===== config.mk =====
export PLATFORM = sky130hd
export DESIGN_NAME = multiplexed_seven_segment_driver_unit_flat
export DESIGN_NICKNAME = d
export VERILOG_FILES = /design/src/design/msdd_pkg.sv /design/src/design/msdd_if.sv /design/src/design/msdd_bcd.sv /design/src/design/msdd_shift.sv /design/src/design/multiplexed_seven_segment_driver_unit.sv /design/src/flat_wrapper.sv
export SDC_FILE = /design/constraint.sdc
export NUM_CORES = 1
export LEC_CHECK = 0
export ABC_AREA = 1
export CORE_MARGIN = 3
export CORE_UTILIZATION = 50
export DETAILED_ROUTE_END_ITERATION = 6
export DONT_BUFFER_PORTS = 1
export GPL_TIMING_DRIVEN = 0
export PLACE_DENSITY_LB_ADDON = 0.3
export SYNTH_ARGS = -nofsm -noshare
export SYNTH_HDL_FRONTEND = slang
export SYNTH_SLANG_ARGS = --single-unit

===== constraint.sdc =====
create_clock -name clk_i -period 4.7 [get_ports clk_i]
set_input_delay 0.47 -clock clk_i [delete_from_list [all_inputs] [get_ports clk_i]]
set_output_delay 0.47 -clock clk_i [all_outputs]
set_load 0.01 [all_outputs]

===== src/design/msdd_pkg.sv =====
// Package for the multiplexed seven-segment driver: action codes, segment
// constants, glyph tables and the character decoder. No dependencies.
package msdd_pkg;

  typedef enum logic [2:0] {
    ACT_REFRESH  = 3'd0,
    ACT_CLEAR    = 3'd1,
    ACT_ENABLE   = 3'd2,
    ACT_RAW      = 3'd3,
    ACT_DOT      = 3'd4,
    ACT_UNSIGNED = 3'd5,
    ACT_SIGNED   = 3'd6,
    ACT_TEXT     = 3'd7
  } action_e;

  localparam int unsigned DIGIT_COUNT_DEF     = 4;
  localparam int unsigned SHIFT_MSB_FIRST_DEF = 1;
  localparam int unsigned FRAME_BITS          = 16;
  localparam int unsigned BIN_BITS            = 16;
  localparam int unsigned BCD_DIGITS          = 5;
  localparam int unsigned DASH_DIGITS         = 4;

  localparam logic [7:0] SEG_BLANK   = 8'hff;
  localparam logic [7:0] SEG_MINUS   = 8'hbf;
  localparam int unsigned SEG_DOT_BIT = 7;
  localparam logic [7:0] CHAR_PERIOD = 8'h2e;
  localparam logic [7:0] CHAR_NONE   = 8'h00;

  localparam logic [7:0] NUMERAL_GLYPH [10] = '{
    8'hc0, 8'hf9, 8'ha4, 8'hb0, 8'h99, 8'h92, 8'h82, 8'hf8, 8'h80, 8'h90
  };

  // 'A'..'Z'; blank where a letter has no glyph
  localparam logic [7:0] LETTER_GLYPH [26] = '{
    8'h88, 8'h83, 8'hc6, 8'ha1, 8'h86, 8'h8e, 8'h90, 8'h89, 8'hcf, 8'he1,
    8'hff, 8'hc7, 8'hff, 8'hab, 8'ha3, 8'h8c, 8'h98, 8'haf, 8'h92, 8'h87,
    8'hc1, 8'hff, 8'hff, 8'hff, 8'h91, 8'hff
  };

  function automatic logic [7:0] decode_char(input logic [7:0] c);
    logic [7:0] u;
    logic [7:0] g;
    u = (c inside {[8'h61:8'h7a]}) ? c - 8'h20 : c;
    g = SEG_BLANK;
    if (u inside {[8'h30:8'h39]}) begin
      g = NUMERAL_GLYPH[4'(u - 8'h30)];
    end else if (u inside {[8'h41:8'h5a]}) begin
      g = LETTER_GLYPH[5'(u - 8'h41)];
    end else begin
      case (u)
        8'h2d:   g = 8'hbf;  // '-'
        8'h3d:   g = 8'hb7;  // '='
        8'h5f:   g = 8'hf7;  // '_'
        8'h5b:   g = 8'hc6;  // '['
        8'h5d:   g = 8'hf0;  // ']'
        default: g = SEG_BLANK;
      endcase
    end
    return g;
  endfunction

endpackage


===== src/design/msdd_if.sv =====
// Handshake interfaces of the seven-segment driver: command channel and
// serial bit channel. No dependencies.
interface msdd_in_if;
  logic               valid;
  logic               ready;
  logic        [2:0]  action;
  logic        [1:0]  digit_position;
  logic        [7:0]  raw_segments;
  logic               dot_on;
  logic               enable_value;
  logic        [15:0] unsigned_number;
  logic signed [15:0] signed_number;
  logic               show_zeros;
  logic        [7:0]  character;
  logic               first_char;
  logic               end_of_text;

  modport source (
    output valid, action, digit_position, raw_segments, dot_on, enable_value,
           unsigned_number, signed_number, show_zeros, character, first_char,
           end_of_text,
    input  ready
  );
  modport sink (
    input  valid, action, digit_position, raw_segments, dot_on, enable_value,
           unsigned_number, signed_number, show_zeros, character, first_char,
           end_of_text,
    output ready
  );
endinterface

interface msdd_out_if;
  logic valid;
  logic ready;
  logic serial_bit;
  logic latch;

  modport source (output valid, serial_bit, latch, input ready);
  modport sink (input valid, serial_bit, latch, output ready);
endinterface


===== src/design/msdd_bcd.sv =====
// Bit-serial binary to BCD converter (shift and add 3), one bit per cycle.
// Depends on msdd_pkg.
module msdd_bcd
  import msdd_pkg::*;
(
  input  logic                            clk_i,
  input  logic                            rst_ni,
  input  logic                            start_i,
  input  logic [BIN_BITS-1:0]             value_i,
  output logic                            done_o,
  output logic [BCD_DIGITS-1:0][3:0]      digits_o
);

  localparam int unsigned CntW = $clog2(BIN_BITS);

  logic [BCD_DIGITS-1:0][3:0] bcd_q, bcd_d, adj;
  logic [BIN_BITS-1:0]        bin_q, bin_d;
  logic [CntW-1:0]            cnt_q, cnt_d;
  logic                       busy_q, busy_d;
  logic                       done_q, done_d;
  logic [BCD_DIGITS*4+BIN_BITS-1:0] cat;

  always_comb begin
    for (int k = 0; k < BCD_DIGITS; k++) begin
      adj[k] = (bcd_q[k] >= 4'd5) ? bcd_q[k] + 4'd3 : bcd_q[k];
    end
    cat    = {adj, bin_q} << 1;
    bcd_d  = bcd_q;
    bin_d  = bin_q;
    cnt_d  = cnt_q;
    busy_d = busy_q;
    done_d = 1'b0;
    if (start_i) begin
      bcd_d  = '0;
      bin_d  = value_i;
      cnt_d  = '0;
      busy_d = 1'b1;
    end else if (busy_q) begin
      bcd_d = cat[BCD_DIGITS*4+BIN_BITS-1:BIN_BITS];
      bin_d = cat[BIN_BITS-1:0];
      cnt_d = cnt_q + 1'b1;
      if (cnt_q == CntW'(BIN_BITS - 1)) begin
        busy_d = 1'b0;
        done_d = 1'b1;
      end
    end
  end

  always_ff @(posedge clk_i or negedge rst_ni) begin
    if (!rst_ni) begin
      cnt_q  <= '0;
      busy_q <= 1'b0;
      done_q <= 1'b0;
    end else begin
      cnt_q  <= cnt_d;
      busy_q <= busy_d;
      done_q <= done_d;
    end
  end

  always_ff @(posedge clk_i) begin
    bcd_q <= bcd_d;
    bin_q <= bin_d;
  end

  assign done_o   = done_q;
  assign digits_o = bcd_q;

endmodule


===== src/design/msdd_shift.sv =====
// Frame serializer: loads segment and select bytes, shifts one bit per
// output transaction and marks the last bit. Depends on msdd_pkg, msdd_if.
module msdd_shift
  import msdd_pkg::*;
#(
  parameter int unsigned SHIFT_MSB_FIRST = SHIFT_MSB_FIRST_DEF
) (
  input  logic              clk_i,
  input  logic              rst_ni,
  input  logic              load_i,
  input  logic [7:0]        segs_i,
  input  logic [7:0]        sel_i,
  output logic              busy_o,
  msdd_out_if.source        out_o
);

  localparam int unsigned CntW = $clog2(FRAME_BITS);

  logic [FRAME_BITS-1:0] sr_q, sr_d, load_word;
  logic [CntW-1:0]       cnt_q, cnt_d;
  logic                  busy_q, busy_d;
  logic [7:0]            segs_r, sel_r;
  logic                  last_bit;

  always_comb begin
    for (int i = 0; i < 8; i++) begin
      segs_r[i] = segs_i[7-i];
      sel_r[i]  = sel_i[7-i];
    end
    // first bit out sits at the MSB of the shift word
    load_word = (SHIFT_MSB_FIRST != 0) ? {segs_i, sel_i} : {segs_r, sel_r};
  end

  assign last_bit = (cnt_q == CntW'(FRAME_BITS - 1));

  always_comb begin
    sr_d   = sr_q;
    cnt_d  = cnt_q;
    busy_d = busy_q;
    if (load_i && !busy_q) begin
      sr_d   = load_word;
      cnt_d  = '0;
      busy_d = 1'b1;
    end else if (busy_q && out_o.ready) begin
      sr_d  = sr_q << 1;
      cnt_d = cnt_q + 1'b1;
      if (last_bit) busy_d = 1'b0;
    end
  end

  always_ff @(posedge clk_i or negedge rst_ni) begin
    if (!rst_ni) begin
      cnt_q  <= '0;
      busy_q <= 1'b0;
    end else begin
      cnt_q  <= cnt_d;
      busy_q <= busy_d;
    end
  end

  always_ff @(posedge clk_i) begin
    sr_q <= sr_d;
  end

  assign out_o.valid      = busy_q;
  assign out_o.serial_bit = sr_q[FRAME_BITS-1];
  assign out_o.latch      = last_bit;
  assign busy_o           = busy_q;

endmodule


===== src/design/multiplexed_seven_segment_driver_unit.sv =====
// Multiplexed seven-segment driver, top level: digit store, text and number
// sequencing. Depends on msdd_pkg, msdd_if, msdd_bcd and msdd_shift.
//
// The block holds one active-low segment byte per digit (DIGIT_COUNT digits,
// blank after reset) and takes one command transaction at a time on in_i.
// Raw, dot, enable-on and text-character commands complete while idle and
// give no output. Unsigned and signed number writes run the value through a
// bit-serial BCD converter before the store is updated. A refresh tick
// (when enabled), a clear, or a disable loads a 16-bit frame, segment byte
// then one-hot select byte, bit order per SHIFT_MSB_FIRST, and sends it as
// 16 transactions on out_o, one bit per cycle while out_o.ready is high;
// latch is high on the sixteenth bit. in_i.ready stays low until the frame
// is out, also while the sink stalls. Clear and disable send a blank frame
// with no digit selected.
module multiplexed_seven_segment_driver_unit
  import msdd_pkg::*;
#(
  parameter int unsigned DIGIT_COUNT     = DIGIT_COUNT_DEF,
  parameter int unsigned SHIFT_MSB_FIRST = SHIFT_MSB_FIRST_DEF
) (
  input  logic        clk_i,
  input  logic        rst_ni,
  msdd_in_if.sink     in_i,
  msdd_out_if.source  out_o
);

  localparam int unsigned PosW = $clog2(DIGIT_COUNT);
  localparam int unsigned TpW  = $clog2(DIGIT_COUNT + 1);

  typedef enum logic [2:0] {
    ST_IDLE = 3'b001,
    ST_CONV = 3'b010,
    ST_SEND = 3'b100
  } state_e;

  state_e                      state_q, state_d;
  logic [7:0]                  store_q [DIGIT_COUNT];
  logic [7:0]                  store_d [DIGIT_COUNT];
  logic [PosW-1:0]             scan_q, scan_d;
  logic                        en_q, en_d;
  logic [TpW-1:0]              tp_q, tp_d;
  logic                        neg_q, neg_d;     // signed write, negative value
  logic                        zeros_q, zeros_d; // show leading zeros

  logic                        load;
  logic [7:0]                  frame_segs, frame_sel;
  logic                        send_busy;
  logic                        conv_start, conv_done;
  logic [BIN_BITS-1:0]         conv_value;
  logic [BCD_DIGITS-1:0][3:0]  conv_digits;
  logic [PosW-1:0]             pos_idx;
  logic                        pos_ok;

  assign pos_idx = PosW'(in_i.digit_position);
  assign pos_ok  = (32'(in_i.digit_position) < DIGIT_COUNT);

  // negative signed values convert their magnitude
  assign conv_value =
    (in_i.action == ACT_SIGNED && in_i.signed_number[15]) ?
      BIN_BITS'(~in_i.signed_number + 16'sd1) :
    (in_i.action == ACT_SIGNED) ? BIN_BITS'(in_i.signed_number) :
    in_i.unsigned_number;

  assign in_i.ready = (state_q == ST_IDLE);

  always_comb begin
    logic [TpW-1:0] tp_v;
    logic           started;
    logic           ovf;
    logic [3:0]     d;
    int             lim;
    int             idx;

    state_d    = state_q;
    store_d    = store_q;
    scan_d     = scan_q;
    en_d       = en_q;
    tp_d       = tp_q;
    neg_d      = neg_q;
    zeros_d    = zeros_q;
    load       = 1'b0;
    frame_segs = SEG_BLANK;
    frame_sel  = 8'h00;
    conv_start = 1'b0;
    tp_v       = tp_q;
    started    = 1'b0;
    ovf        = 1'b0;
    d          = 4'd0;
    lim        = 0;
    idx        = 0;

    case (state_q)
      ST_IDLE: begin
        if (in_i.valid) begin
          case (in_i.action)
            ACT_REFRESH: begin
              if (en_q) begin
                frame_segs = store_q[scan_q];
                frame_sel  = 8'h01 << scan_q;
                load       = 1'b1;
                state_d    = ST_SEND;
                scan_d     = (scan_q == PosW'(DIGIT_COUNT - 1)) ? '0 : scan_q + 1'b1;
              end
            end
            ACT_CLEAR: begin
              for (int i = 0; i < DIGIT_COUNT; i++) store_d[i] = SEG_BLANK;
              load    = 1'b1;
              state_d = ST_SEND;
            end
            ACT_ENABLE: begin
              en_d = in_i.enable_value;
              if (!in_i.enable_value) begin
                load    = 1'b1;
                state_d = ST_SEND;
              end
            end
            ACT_RAW: begin
              if (pos_ok) store_d[pos_idx] = in_i.raw_segments;
            end
            ACT_DOT: begin
              if (pos_ok) store_d[pos_idx][SEG_DOT_BIT] = ~in_i.dot_on;
            end
            ACT_UNSIGNED, ACT_SIGNED: begin
              neg_d      = (in_i.action == ACT_SIGNED) && in_i.signed_number[15];
              zeros_d    = in_i.show_zeros;
              conv_start = 1'b1;
              state_d    = ST_CONV;
            end
            default: begin  // text character
              if (in_i.first_char) tp_v = '0;
              if (in_i.character != CHAR_NONE) begin
                if (32'(tp_v) < DIGIT_COUNT) begin
                  if (in_i.character == CHAR_PERIOD) begin
                    // dot on previous digit; no digit taken
                    if (tp_v != '0) store_d[PosW'(tp_v - 1'b1)][SEG_DOT_BIT] = 1'b0;
                  end else begin
                    store_d[PosW'(tp_v)] = decode_char(in_i.character);
                    tp_v = tp_v + 1'b1;
                  end
                end
              end
              // end of text or a null character blanks the unfilled digits
              if (in_i.character == CHAR_NONE || in_i.end_of_text) begin
                for (int i = 0; i < DIGIT_COUNT; i++) begin
                  if (TpW'(i) >= tp_v) store_d[i] = SEG_BLANK;
                end
                tp_v = TpW'(DIGIT_COUNT);
              end
              tp_d = tp_v;
            end
          endcase
        end
      end
      ST_CONV: begin
        if (conv_done) begin
          // out of range: any nonzero BCD digit at or above the available digits
          lim = neg_q ? DIGIT_COUNT - 1 : DIGIT_COUNT;
          for (int k = 0; k < BCD_DIGITS; k++) begin
            if (k >= lim && conv_digits[k] != 4'd0) ovf = 1'b1;
          end
          if (ovf) begin
            for (int i = 0; i < DIGIT_COUNT; i++) begin
              store_d[i] = (i < DASH_DIGITS) ? SEG_MINUS : SEG_BLANK;
            end
          end else begin
            started = zeros_q;
            for (int p = 0; p < DIGIT_COUNT; p++) begin
              if (neg_q && p == 0) begin
                store_d[p] = SEG_MINUS;
              end else begin
                idx = DIGIT_COUNT - 1 - p;
                d   = (idx < BCD_DIGITS) ? conv_digits[3'(idx)] : 4'd0;
                if (d != 4'd0 || p == DIGIT_COUNT - 1) started = 1'b1;
                store_d[p] = started ? NUMERAL_GLYPH[d] : SEG_BLANK;
              end
            end
          end
          state_d = ST_IDLE;
        end
      end
      ST_SEND: begin
        if (!send_busy) state_d = ST_IDLE;
      end
      default: state_d = ST_IDLE;
    endcase
  end

  always_ff @(posedge clk_i or negedge rst_ni) begin
    if (!rst_ni) begin
      state_q <= ST_IDLE;
      for (int i = 0; i < DIGIT_COUNT; i++) store_q[i] <= SEG_BLANK;
      scan_q  <= '0;
      en_q    <= 1'b1;
      tp_q    <= '0;
    end else begin
      state_q <= state_d;
      store_q <= store_d;
      scan_q  <= scan_d;
      en_q    <= en_d;
      tp_q    <= tp_d;
    end
  end

  always_ff @(posedge clk_i) begin
    neg_q   <= neg_d;
    zeros_q <= zeros_d;
  end

  msdd_bcd u_bcd (
    .clk_i    (clk_i),
    .rst_ni   (rst_ni),
    .start_i  (conv_start),
    .value_i  (conv_value),
    .done_o   (conv_done),
    .digits_o (conv_digits)
  );

  msdd_shift #(
    .SHIFT_MSB_FIRST (SHIFT_MSB_FIRST)
  ) u_shift (
    .clk_i  (clk_i),
    .rst_ni (rst_ni),
    .load_i (load),
    .segs_i (frame_segs),
    .sel_i  (frame_sel),
    .busy_o (send_busy),
    .out_o  (out_o)
  );

endmodule

===== src/flat_wrapper.sv =====
// flat-port wrapper written by rule: the top's interface ports become plain ports
module multiplexed_seven_segment_driver_unit_flat import msdd_pkg::*;
#(
  parameter int unsigned DIGIT_COUNT     = DIGIT_COUNT_DEF,
  parameter int unsigned SHIFT_MSB_FIRST = SHIFT_MSB_FIRST_DEF
)
  (clk_i, rst_ni, in_i_valid, in_i_action, in_i_digit_position, in_i_raw_segments, in_i_dot_on, in_i_enable_value, in_i_unsigned_number, in_i_signed_number, in_i_show_zeros, in_i_character, in_i_first_char, in_i_end_of_text, in_i_ready, out_o_valid, out_o_serial_bit, out_o_latch, out_o_ready);
  msdd_in_if in_i_i ();
  msdd_out_if out_o_i ();
  input  logic clk_i;
  input  logic rst_ni;
  input wire logic [$bits(in_i_i.valid)-1:0] in_i_valid;
  input wire logic [$bits(in_i_i.action)-1:0] in_i_action;
  input wire logic [$bits(in_i_i.digit_position)-1:0] in_i_digit_position;
  input wire logic [$bits(in_i_i.raw_segments)-1:0] in_i_raw_segments;
  input wire logic [$bits(in_i_i.dot_on)-1:0] in_i_dot_on;
  input wire logic [$bits(in_i_i.enable_value)-1:0] in_i_enable_value;
  input wire logic [$bits(in_i_i.unsigned_number)-1:0] in_i_unsigned_number;
  input wire logic [$bits(in_i_i.signed_number)-1:0] in_i_signed_number;
  input wire logic [$bits(in_i_i.show_zeros)-1:0] in_i_show_zeros;
  input wire logic [$bits(in_i_i.character)-1:0] in_i_character;
  input wire logic [$bits(in_i_i.first_char)-1:0] in_i_first_char;
  input wire logic [$bits(in_i_i.end_of_text)-1:0] in_i_end_of_text;
  output wire logic [$bits(in_i_i.ready)-1:0] in_i_ready;
  output wire logic [$bits(out_o_i.valid)-1:0] out_o_valid;
  output wire logic [$bits(out_o_i.serial_bit)-1:0] out_o_serial_bit;
  output wire logic [$bits(out_o_i.latch)-1:0] out_o_latch;
  input wire logic [$bits(out_o_i.ready)-1:0] out_o_ready;
  assign in_i_i.valid = in_i_valid;
  assign in_i_i.action = in_i_action;
  assign in_i_i.digit_position = in_i_digit_position;
  assign in_i_i.raw_segments = in_i_raw_segments;
  assign in_i_i.dot_on = in_i_dot_on;
  assign in_i_i.enable_value = in_i_enable_value;
  assign in_i_i.unsigned_number = in_i_unsigned_number;
  assign in_i_i.signed_number = in_i_signed_number;
  assign in_i_i.show_zeros = in_i_show_zeros;
  assign in_i_i.character = in_i_character;
  assign in_i_i.first_char = in_i_first_char;
  assign in_i_i.end_of_text = in_i_end_of_text;
  assign in_i_ready = in_i_i.ready;
  assign out_o_valid = out_o_i.valid;
  assign out_o_serial_bit = out_o_i.serial_bit;
  assign out_o_latch = out_o_i.latch;
  assign out_o_i.ready = out_o_ready;
  multiplexed_seven_segment_driver_unit #(.DIGIT_COUNT(DIGIT_COUNT), .SHIFT_MSB_FIRST(SHIFT_MSB_FIRST)) u_core (.clk_i(clk_i), .rst_ni(rst_ni), .in_i(in_i_i), .out_o(out_o_i));
endmodule

==> flow_metrics.env, run 1 <==
export IMPL_status="complete, no violations"
export IMPL_rr_worst_depth=10
export IMPL_n_antenna_cell=0
export IMPL_tightest_slew_ns=1.347
export IMPL_path_common_cell="inv_1"
export IMPL_crit_arrival_ns=3.61
export IMPL_async_reset_ff_share_pct=49.06
export IMPL_antenna_found_initial=0
export IMPL_yosys_warnings=0
export IMPL_tns_ns=0
export IMPL_area_growth_synth_to_final_pct=6.962
export IMPL_cts_path_max_buffers=2
export IMPL_avgRoutedWirePerCell_um=16.58
export IMPL_crit_required_ns=4.88
export IMPL_place_gp_congestion=1.005
export IMPL_synthCells=1321
export IMPL_slowest_stage="clkbuf_1"
export IMPL_cts_setup_buffers=0
export IMPL_first_pass_iters=6
export IMPL_drtIter0Drc=822
export IMPL_ios=66
export IMPL_synth_main_ff_cell="edfxtp_1"
export IMPL_grt_max_degree=53
export IMPL_crit_buf_inv=5
export IMPL_synth_top_area_share_pct=15.21
export IMPL_final_common_cell="nand2_1"
export IMPL_h_tree_depth=3
export IMPL_power_density_nw_per_um2=522.2
export IMPL_maxCapViolations=0
export IMPL_grtUsageTotal_pct=26.67
export IMPL_synthesis_area_um2=8735
export IMPL_cp_max_fo=25
export IMPL_fin_ws_ns=1.271
export IMPL_cp_end_kind="flop"
export IMPL_cts_sinks=106
export IMPL_grt_overflow=0
export IMPL_coreArea_um2=16820
export IMPL_rows=47
export IMPL_grt_pass1_wl_um=42450
export IMPL_critPathTopFamily="buffers and inverters"
export IMPL_initial_core_util_pct=51.93
export IMPL_clk_latency_ns=0.37
export IMPL_layout_nets=1439
export IMPL_vias=9037
export IMPL_die_area_um2=19090
export IMPL_crit_path_max_incr_delay_ns=0.99
export IMPL_cts_tree="done"
export IMPL_hpwl_um=19680
export IMPL_fin_util_pct=55.55
export IMPL_numCtsBuffers=9
export IMPL_cp_startpoint="u_core.state_q[0]"
export IMPL_r2r_start="u_core.state_q[0]"
export IMPL_ant_nets=0
export IMPL_ys_seq_area_share_pct=31.66
export IMPL_synth_top_cell_by_area="nand2_1"
export IMPL_place_area_um2=9010
export IMPL_ys_ff_latch=106
export IMPL_worstHoldStart="in_i_show_zeros"
export IMPL_period_needed_ns=3.429
export IMPL_place_ws_ns=1.287
export IMPL_worstPathCellList="inv_1, nor3_2, inv_1, nor2_1, inv_1, nor2_2, nor2_1, inv_1, clkbuf_1, o21ai_0"
export IMPL_leakagePower_nw=4.100
export IMPL_ir_worst_vdd_uv=472.6
export IMPL_cts_root_buf="clkbuf_16"
export IMPL_path_clk_slew_ns=0.07
export IMPL_setup_viol=0
export IMPL_relSlewSlack_pct=10.20
export IMPL_dieHeight_um=138.2
export IMPL_final_cell_mix="nand2_1, inv_1, a21oi_1"
export IMPL_min_delay_path_depth=0
export IMPL_synth_edff_count=34
export IMPL_vias_per_cell=5.797
export IMPL_avgSynthCellArea_um2=6.612
export IMPL_drive_above_1_share_pct=6.871
export IMPL_drc=0
export IMPL_die_x_um=138.2
export IMPL_clock_skew_final_ns=0.01482
export IMPL_max_freq_ghz=0.2916
export IMPL_grt_pass1_vias=8529
export IMPL_portBuffers=0
export IMPL_slew_violations=0
export IMPL_hp_class="in2reg"
export IMPL_ys_types=51
export IMPL_final_area_um2=9343
export IMPL_min_period_over_period_pct=72.96
export IMPL_hold_viol=0
export IMPL_criticalPathCategory="reg2reg"
export IMPL_rsz0062_at_grt="no"
export IMPL_startpoint_type="flop"
export IMPL_drt_wl_total_um=25840
export IMPL_synth_fp_nets=1426
export IMPL_worst_path_stages=10
export IMPL_synthTopCellsByArea="nand2_1, edfxtp_1, dfstp_2"
-- metrics by stage --
stage	hold slack (ns)	std cells	power [mW]
after floorplan	0.1744	1321	3.419
after global placement	0.1782	1541	3.987
after detailed placement	0.1778	1541	4.045
after CTS	0.1813	1559	4.843
after global routing	0.1767	1559	5.296
final	0.1958	1559	4.879
-- repair_timing --
action / CTS / global route
hold endpoints to repair: 52 / 0
setup endpoints to repair: 0 / 0
gates resized for setup: 0 / 0
hold buffers: 2 / 0
-- per-layer routing --
layer / routed length, um / vias up / global-route usage [%]
met4: 1019 / 0 / 11.28
met2: 11260 / 361 / 40.72
met5: 0 / - / 0
met3: 2059 / 76 / 5.870
li1: - / 4473 / -
met1: 11510 / 4127 / 36.69
-- worst reg2reg max path, stage by stage, from the launching register on --
cell	delay [ns]
dfstp_2	0.54
inv_1	0.06
nor3_2	0.38
inv_1	0.15
nor2_1	0.17
inv_1	0.10
nor2_2	0.39
nor2_1	0.15
inv_1	0.09
clkbuf_1	0.99
o21ai_0	0.24
-- flip-flops by register name, indices dropped and copies added (netlist names) --
name,count
u_core.u_shift.cnt_q,4
u_core.store_q,32
u_core.tp_q,3
u_core.u_shift.sr_q,16
u_core.scan_q,2
u_core.u_bcd.digits_o,20
u_core.en_q,1
u_core.u_bcd.busy_q,1
u_core.state_q,3
u_core.u_bcd.done_o,1
u_core.u_shift.busy_o,1
u_core.neg_q,1
u_core.u_bcd.cnt_q,4
u_core.u_bcd.bin_q,16
u_core.zeros_q,1
-- Yosys cell counts, types with 4 or more instances --
| cell type | instances |
|---|---|
| nor3_1 | 11 |
| a22oi_1 | 19 |
| a31oi_1 | 34 |
| o21ai_1 | 6 |
| nand2_1 | 354 |
| inv_1 | 141 |
| nand2_2 | 10 |
| clkbuf_1 | 41 |
| xor2_1 | 11 |
| o21ai_0 | 119 |
| o22ai_1 | 10 |
| inv_2 | 7 |
| dfrtp_1 | 18 |
| o211ai_1 | 16 |
| xnor2_1 | 4 |
| clkinv_1 | 5 |
| edfxtp_1 | 34 |
| nor2_1 | 125 |
| dfstp_2 | 34 |
| nand4_1 | 11 |
| nand3b_1 | 7 |
| ha_1 | 43 |
| nand3_1 | 63 |
| a21oi_1 | 126 |
| o221ai_1 | 5 |
| nand3_2 | 6 |
| dfxtp_1 | 20 |
-- logic make-up after synthesis --
| logic type | count (synthesis) | share of synthesized area, % |
|---|---|---|
| flops | 106 | 31.66 |
| buf+inv | 201 | 8.824 |
| xor+xnor | 15 | 1.504 |
| simple gates | 601 | 28.92 |
| compound gates | 355 | 22.93 |
| fa+ha+maj | 43 | 6.160 |
-- layout make-up --
type | instances | area (um^2)
fillers | 1655 | 7476
multi-input cells | 1014 | 5199
flip-flops and latches | 106 | 2765
inverters | 154 | 579.3
well taps | 220 | 275.3
clock buffers | 9 | 225.2
plain buffers | 47 | 191.4
clock inverters | 7 | 70.07
repair buffers | 2 | 37.54
-- report_power, final --
group | internal [mW] | switching [mW]
logic | 0.752 | 1.49
registers | 1.52 | 0.358
clock network | 0.374 | 0.390
total | 2.65 | 2.23
-- path summary, 6_finish.rpt --
path | slack (ns) | end
min in group asynchronous | 0.65 | u_core.scan_q[0]
worst min-delay path | 0.20 | u_core.zeros_q
worst max register to register | 1.27 | u_core.u_bcd.digits_o[0]
worst max-delay path | 1.27 | u_core.u_bcd.digits_o[0]
max in group asynchronous | 3.76 | u_core.store_q[18]
worst min register to register | 0.48 | u_core.u_bcd.digits_o[19]
(Power assumes the default switching activity.)
==> run 2: changes to the inputs <==
- clock period: 4.7 -> 2.85 ns (I/O delays scaled with it)
==> run 2 against run 1 <==
Clock skew grew 0.0010 ns. Critical endpoint is now u_core.store_q[22]. Highest routed layer unchanged. Die area is the same. Critical path type unchanged. Fmax grew 28%. Sequential share of layout area shrank 0.055 points. Critical path depth shrank 3.
==> flow_metrics.env, run 2 (synthesis gave the netlist of run 1 again) <==
export IMPL_grtUsageTotal_pct=26.67
export IMPL_path_clk_slew_ns=0.07
export IMPL_die_area_um2=19090
export IMPL_period_needed_ns=2.683
export IMPL_cts_sinks=106
export IMPL_crit_required_ns=3.13
export IMPL_fin_util_pct=55.65
export IMPL_cts_path_max_buffers=2
export IMPL_antenna_found_initial=0
export IMPL_hold_slack_ns=0.05585
export IMPL_worstPathCellList="nor3_2, inv_1, clkbuf_1, a211oi_1, clkbuf_1, a21oi_1, a22oi_1"
export IMPL_min_to="u_core.en_q"
export IMPL_cts_root_buf="clkbuf_16"
export IMPL_clock_skew_final_ns=0.01586
export IMPL_regMostFlops="u_core.store_q"
export IMPL_grt_pass1_wl_um=42450
export IMPL_place_ws_ns=-0.5592
export IMPL_r2r_end="u_core.store_q[22]"
export IMPL_die_x_um=138.2
export IMPL_power_density_nw_per_um2=861.6
export IMPL_crit_path_max_incr_delay_ns=0.55
export IMPL_ios=66
export IMPL_drive_above_1_share_pct=7.025
export IMPL_ant_nets=0
export IMPL_layout_nets=1438
export IMPL_regToRegSetupSlack_ns=0.17
export IMPL_portBuffers=0
export IMPL_hold_viol=0
export IMPL_area_growth_synth_to_final_pct=7.162
export IMPL_fin_ws_ns=0.1667
export IMPL_largest_reg_flops=32
export IMPL_path_common_cell="clkbuf_1"
export IMPL_clk_latency_ns=0.37
export IMPL_cp_max_fo=10
export IMPL_hp_class="in2reg"
export IMPL_drt_wl_total_um=25920
export IMPL_r2r_start="u_core.state_q[2]"
export IMPL_final_area_um2=9360
export IMPL_drc=0
export IMPL_startpoint_type="flop"
export IMPL_rows=47
export IMPL_relSlewSlack_pct=44.31
export IMPL_coreArea_um2=16820
export IMPL_hpwl_um=19680
export IMPL_maxCapViolations=0
export IMPL_ir_worst_vdd_uv=808.2
export IMPL_rr_worst_depth=7
export IMPL_tightest_slew_ns=0.8323
export IMPL_grt_pass1_vias=8529
export IMPL_avgRoutedWirePerCell_um=16.64
export IMPL_vias_per_cell=5.820
export IMPL_critPathTopFamily="buffers and inverters"
export IMPL_initial_core_util_pct=51.93
export IMPL_place_area_um2=9010
export IMPL_n_antenna_cell=0
export IMPL_status="complete, no violations"
export IMPL_nFillCells=1651
export IMPL_criticalPathCategory="reg2reg"
export IMPL_fin_cells=1558
export IMPL_vias=9067
export IMPL_final_cell_mix="nand2_1, inv_1, a21oi_1"
export IMPL_setup_viol=0
export IMPL_cp_startpoint="u_core.state_q[2]"
export IMPL_final_common_cell="nand2_1"
export IMPL_slew_violations=0
export IMPL_place_gp_congestion=1.005
export IMPL_first_pass_iters=6
export IMPL_worstHoldStart="in_i_enable_value"
export IMPL_h_tree_depth=3
export IMPL_numCtsBuffers=9
export IMPL_drtIter0Drc=840
export IMPL_min_period_over_period_pct=94.15
export IMPL_leakagePower_nw=4.108
export IMPL_cts_tree="done"
export IMPL_min_delay_path_depth=2
export IMPL_crit_buf_inv=3
export IMPL_max_freq_ghz=0.3727
export IMPL_grt_max_degree=53
export IMPL_slowest_stage="nor3_2"
export IMPL_dpl_cell_count=1541
export IMPL_dieHeight_um=138.2
export IMPL_cp_end_kind="flop"
export IMPL_crit_arrival_ns=2.97
export IMPL_grt_overflow=0
## run 2: worst max-delay path by stage
stage | end | slack [ns] | cells after the start
4_1_cts | u_core.store_q[0] | 0.002 | 17
2_1_floorplan | u_core.store_q[3] | 0.25 | 19
6_report | u_core.store_q[22] | 0.17 | 7
3_5_place_dp | u_core.u_bcd.bin_q[2] | -0.56 | 9
3_3_place_gp | u_core.u_bcd.bin_q[2] | -0.52 | 9
5_1_grt | u_core.store_q[22] | -0.005 | 7
## run 2: what timing repair did
action	4_1_cts	5_1_grt
hold buffers	3	0
gates resized for setup	3	2
setup buffers	0	0
endpoints found under the setup margin	26	28
hold endpoints to repair	53	0
## run 2: final cells by class
cell class                 count  area (um^2)  area share [%]
buffer                        45        187.7           2.005
clock buffer                   9        225.2           2.406
clock inverter                 7        70.07          0.7486
inverter                     154        579.3           6.189
multi-input combinational   1014         5210           55.66
sequential                   106         2765           29.54
tap                          220        275.3           2.941
timing repair buffer           3        47.55          0.5080
## run 2: stage by stage
step	TNS (ns)	power [mW]
3_3_place_gp	-15.78	6.574
6_report	0	8.065
3_5_place_dp	-18.73	6.671
5_1_grt	-0.004755	8.746
2_1_floorplan	0	5.639
4_1_cts	0	7.992
## run 2: metal layers
metal	GRT usage [%]	share of wire [%]	up-vias
met5	0	0	-
met4	11.28	4.1	0
met3	5.870	8.0	83
met2	40.72	44	369
met1	36.69	44	4144
li1	-	-	4471
## run 2: power breakdown
part | internal [mW] | leakage [nW] | switching [mW]
registers | 2.50 | 1.08 | 0.595
logic | 1.25 | 2.89 | 2.46
clock network | 0.617 | 0.141 | 0.641
## run 2: worst reg2reg max path, delay by kind of cell (launching register included)
kind                   cells  cell delay, ns
buffers and inverters      3            0.82
AOI/OAI and AO/OA          3            0.80
and+or+nand+nor            1            0.55
DFF                        1            0.44
==> run 3: changes to the inputs <==
- CORE_UTILIZATION: 50 -> 55
==> run 3 against run 2 <==
Non-clock buffer count increased by 1. Clock power is 4% higher. Critical endpoint unchanged. Global-route usage grew 1.6 points.
==> flow_metrics.env, run 3 (synthesis gave the netlist of run 1 again) <==
export IMPL_path_clk_slew_ns=0.08
export IMPL_regToRegSetupSlack_ns=0.25
export IMPL_final_area_um2=9383
export IMPL_n_antenna_cell=0
export IMPL_largest_reg_flops=32
export IMPL_rr_worst_depth=7
export IMPL_cts_tree="done"
export IMPL_fin_ws_ns=0.2549
export IMPL_cp_end_kind="flop"
export IMPL_ir_worst_vdd_uv=621.0
export IMPL_min_delay_path_depth=2
export IMPL_relSlewSlack_pct=53.13
export IMPL_rows=45
export IMPL_final_common_cell="nand2_1"
export IMPL_cts_root_buf="clkbuf_16"
export IMPL_nFillCells=1457
export IMPL_rsz0062_at_grt="no"
export IMPL_vias=9065
export IMPL_drive_above_1_share_pct=7.095
export IMPL_leakagePower_nw=4.122
export IMPL_hold_viol=0
export IMPL_grtUsageTotal_pct=28.32
export IMPL_crit_path_max_incr_delay_ns=0.47
export IMPL_tightest_slew_ns=0.7004
export IMPL_coreArea_um2=15370
export IMPL_grt_pass1_wl_um=40740
export IMPL_layout_nets=1439
export IMPL_drt_wl_total_um=25220
export IMPL_place_area_um2=8999
export IMPL_crit_buf_inv=3
export IMPL_final_cell_mix="nand2_1, inv_1, a21oi_1"
export IMPL_max_freq_ghz=0.3853
export IMPL_clk_latency_ns=0.37
export IMPL_cp_max_fo=10
export IMPL_die_x_um=132.0
export IMPL_h_tree_depth=3
export IMPL_place_gp_congestion=1.010
export IMPL_grt_pass1_vias=8253
export IMPL_hold_slack_ns=0.05750
export IMPL_power_density_nw_per_um2=864.5
export IMPL_avgRoutedWirePerCell_um=16.27
export IMPL_status="complete, no violations"
export IMPL_startpoint_type="flop"
export IMPL_dieHeight_um=132.0
export IMPL_crit_arrival_ns=2.88
export IMPL_dpl_cell_count=1532
export IMPL_register_area_um2=2765
export IMPL_grt_overflow=0
export IMPL_worstPathCellList="nor3_4, inv_1, clkbuf_1, a211oi_1, clkbuf_1, a21oi_1, a22oi_1"
export IMPL_clock_skew_final_ns=0.009491
export IMPL_min_to="u_core.en_q"
export IMPL_multi_input_area_um2=5219
export IMPL_area_growth_synth_to_final_pct=7.420
export IMPL_cts_sinks=106
export IMPL_fin_cells=1550
export IMPL_r2r_start="u_core.state_q[2]"
export IMPL_numCtsBuffers=9
export IMPL_crit_required_ns=3.14
export IMPL_drtIter0Drc=767
export IMPL_cts_path_max_buffers=2
export IMPL_antenna_found_initial=1
export IMPL_slowest_stage="a211oi_1"
export IMPL_critPathTopFamily="compound AO/OA/AOI/OAI gates"
export IMPL_portBuffers=0
export IMPL_ant_nets=0
export IMPL_path_common_cell="clkbuf_1"
export IMPL_criticalPathCategory="reg2reg"
export IMPL_place_ws_ns=-0.6536
export IMPL_min_period_over_period_pct=91.06
export IMPL_grt_max_degree=53
export IMPL_hpwl_um=19270
export IMPL_slew_violations=0
export IMPL_die_area_um2=17430
export IMPL_r2r_end="u_core.store_q[22]"
export IMPL_period_needed_ns=2.595
export IMPL_setup_viol=0
export IMPL_regMostFlops="u_core.store_q"
export IMPL_vias_per_cell=5.848
export IMPL_ios=66
export IMPL_worstHoldStart="in_i_enable_value"
export IMPL_hp_class="in2reg"
export IMPL_initial_core_util_pct=56.83
export IMPL_first_pass_iters=5
export IMPL_drc=0
export IMPL_maxCapViolations=0
[run 3: changes by cell type in the layout (fill, tap and decap cells not counted)]
cell        change
inv_12          +1
nor3_2          -1
inv_6           -2
inv_8           +2
nor3_4          +1
nor2_1          -1
clkinv_8        +1
clkinvlp_4      -1
nor2_2          +1
clkbuf_1        +1
clkinv_4        -1
[run 3: stage by stage]
step / utilization, % / power, mW / setup TNS, ns
3_5_place_dp: 58.54 / 6.665 / -19.02
6_report: 61.04 / 8.111 / 0
3_3_place_gp: 58.54 / 6.560 / -17.64
5_1_grt: 61.04 / 8.766 / 0
2_1_floorplan: - / 5.639 / 0
4_1_cts: 60.94 / 8.026 / 0
[run 3: worst max path at each step]
stage,depth (start not counted),to,slack [ns],from
3_5_place_dp,10,u_core.u_bcd.digits_o[6],-0.65,u_core.state_q[0]
6_report,7,u_core.store_q[22],0.25,u_core.state_q[2]
5_1_grt,10,u_core.u_bcd.bin_q[8],0.02,u_core.state_q[0]
3_3_place_gp,9,u_core.u_bcd.bin_q[3],-0.62,u_core.state_q[0]
2_1_floorplan,19,u_core.store_q[3],0.25,in_i_character[0]
4_1_cts,10,u_core.u_bcd.bin_q[8],0.03,u_core.state_q[0]
[run 3: routing by layer]
| metal | vias to the layer above | share of wire [%] | global-route usage [%] |
|---|---|---|---|
| met5 | - | 0.059 | 0 |
| met4 | 2 | 3.7 | 11.96 |
| met3 | 73 | 8.1 | 4.924 |
| met2 | 385 | 44 | 44.18 |
| met1 | 4147 | 44 | 38.96 |
| li1 | 4458 | - | - |
[run 3: cell type report]
class / count / area share [%]
well taps: 211 / 2.814
flip-flops and latches: 106 / 29.47
clock inverters: 7 / 0.9735
plain buffers: 46 / 2.040
repair buffers: 3 / 0.5067
inverters: 154 / 6.174
multi-input cells: 1014 / 55.62
clock buffers: 9 / 2.400
[run 3: where the power goes]
part / switching, mW / internal [mW] / total, mW / leakage (nW)
logic: 2.45 / 1.25 / 3.71 / 2.89
clock network: 0.666 / 0.640 / 1.31 / 0.154
registers: 0.594 / 2.50 / 3.10 / 1.08
[run 3: timing repair]
action	in CTS	in global routing
hold buffers	3	0
resized for setup	2	5
setup buffers	0	0
endpoints found under the setup margin	25	60
hold endpoints to repair	53	0
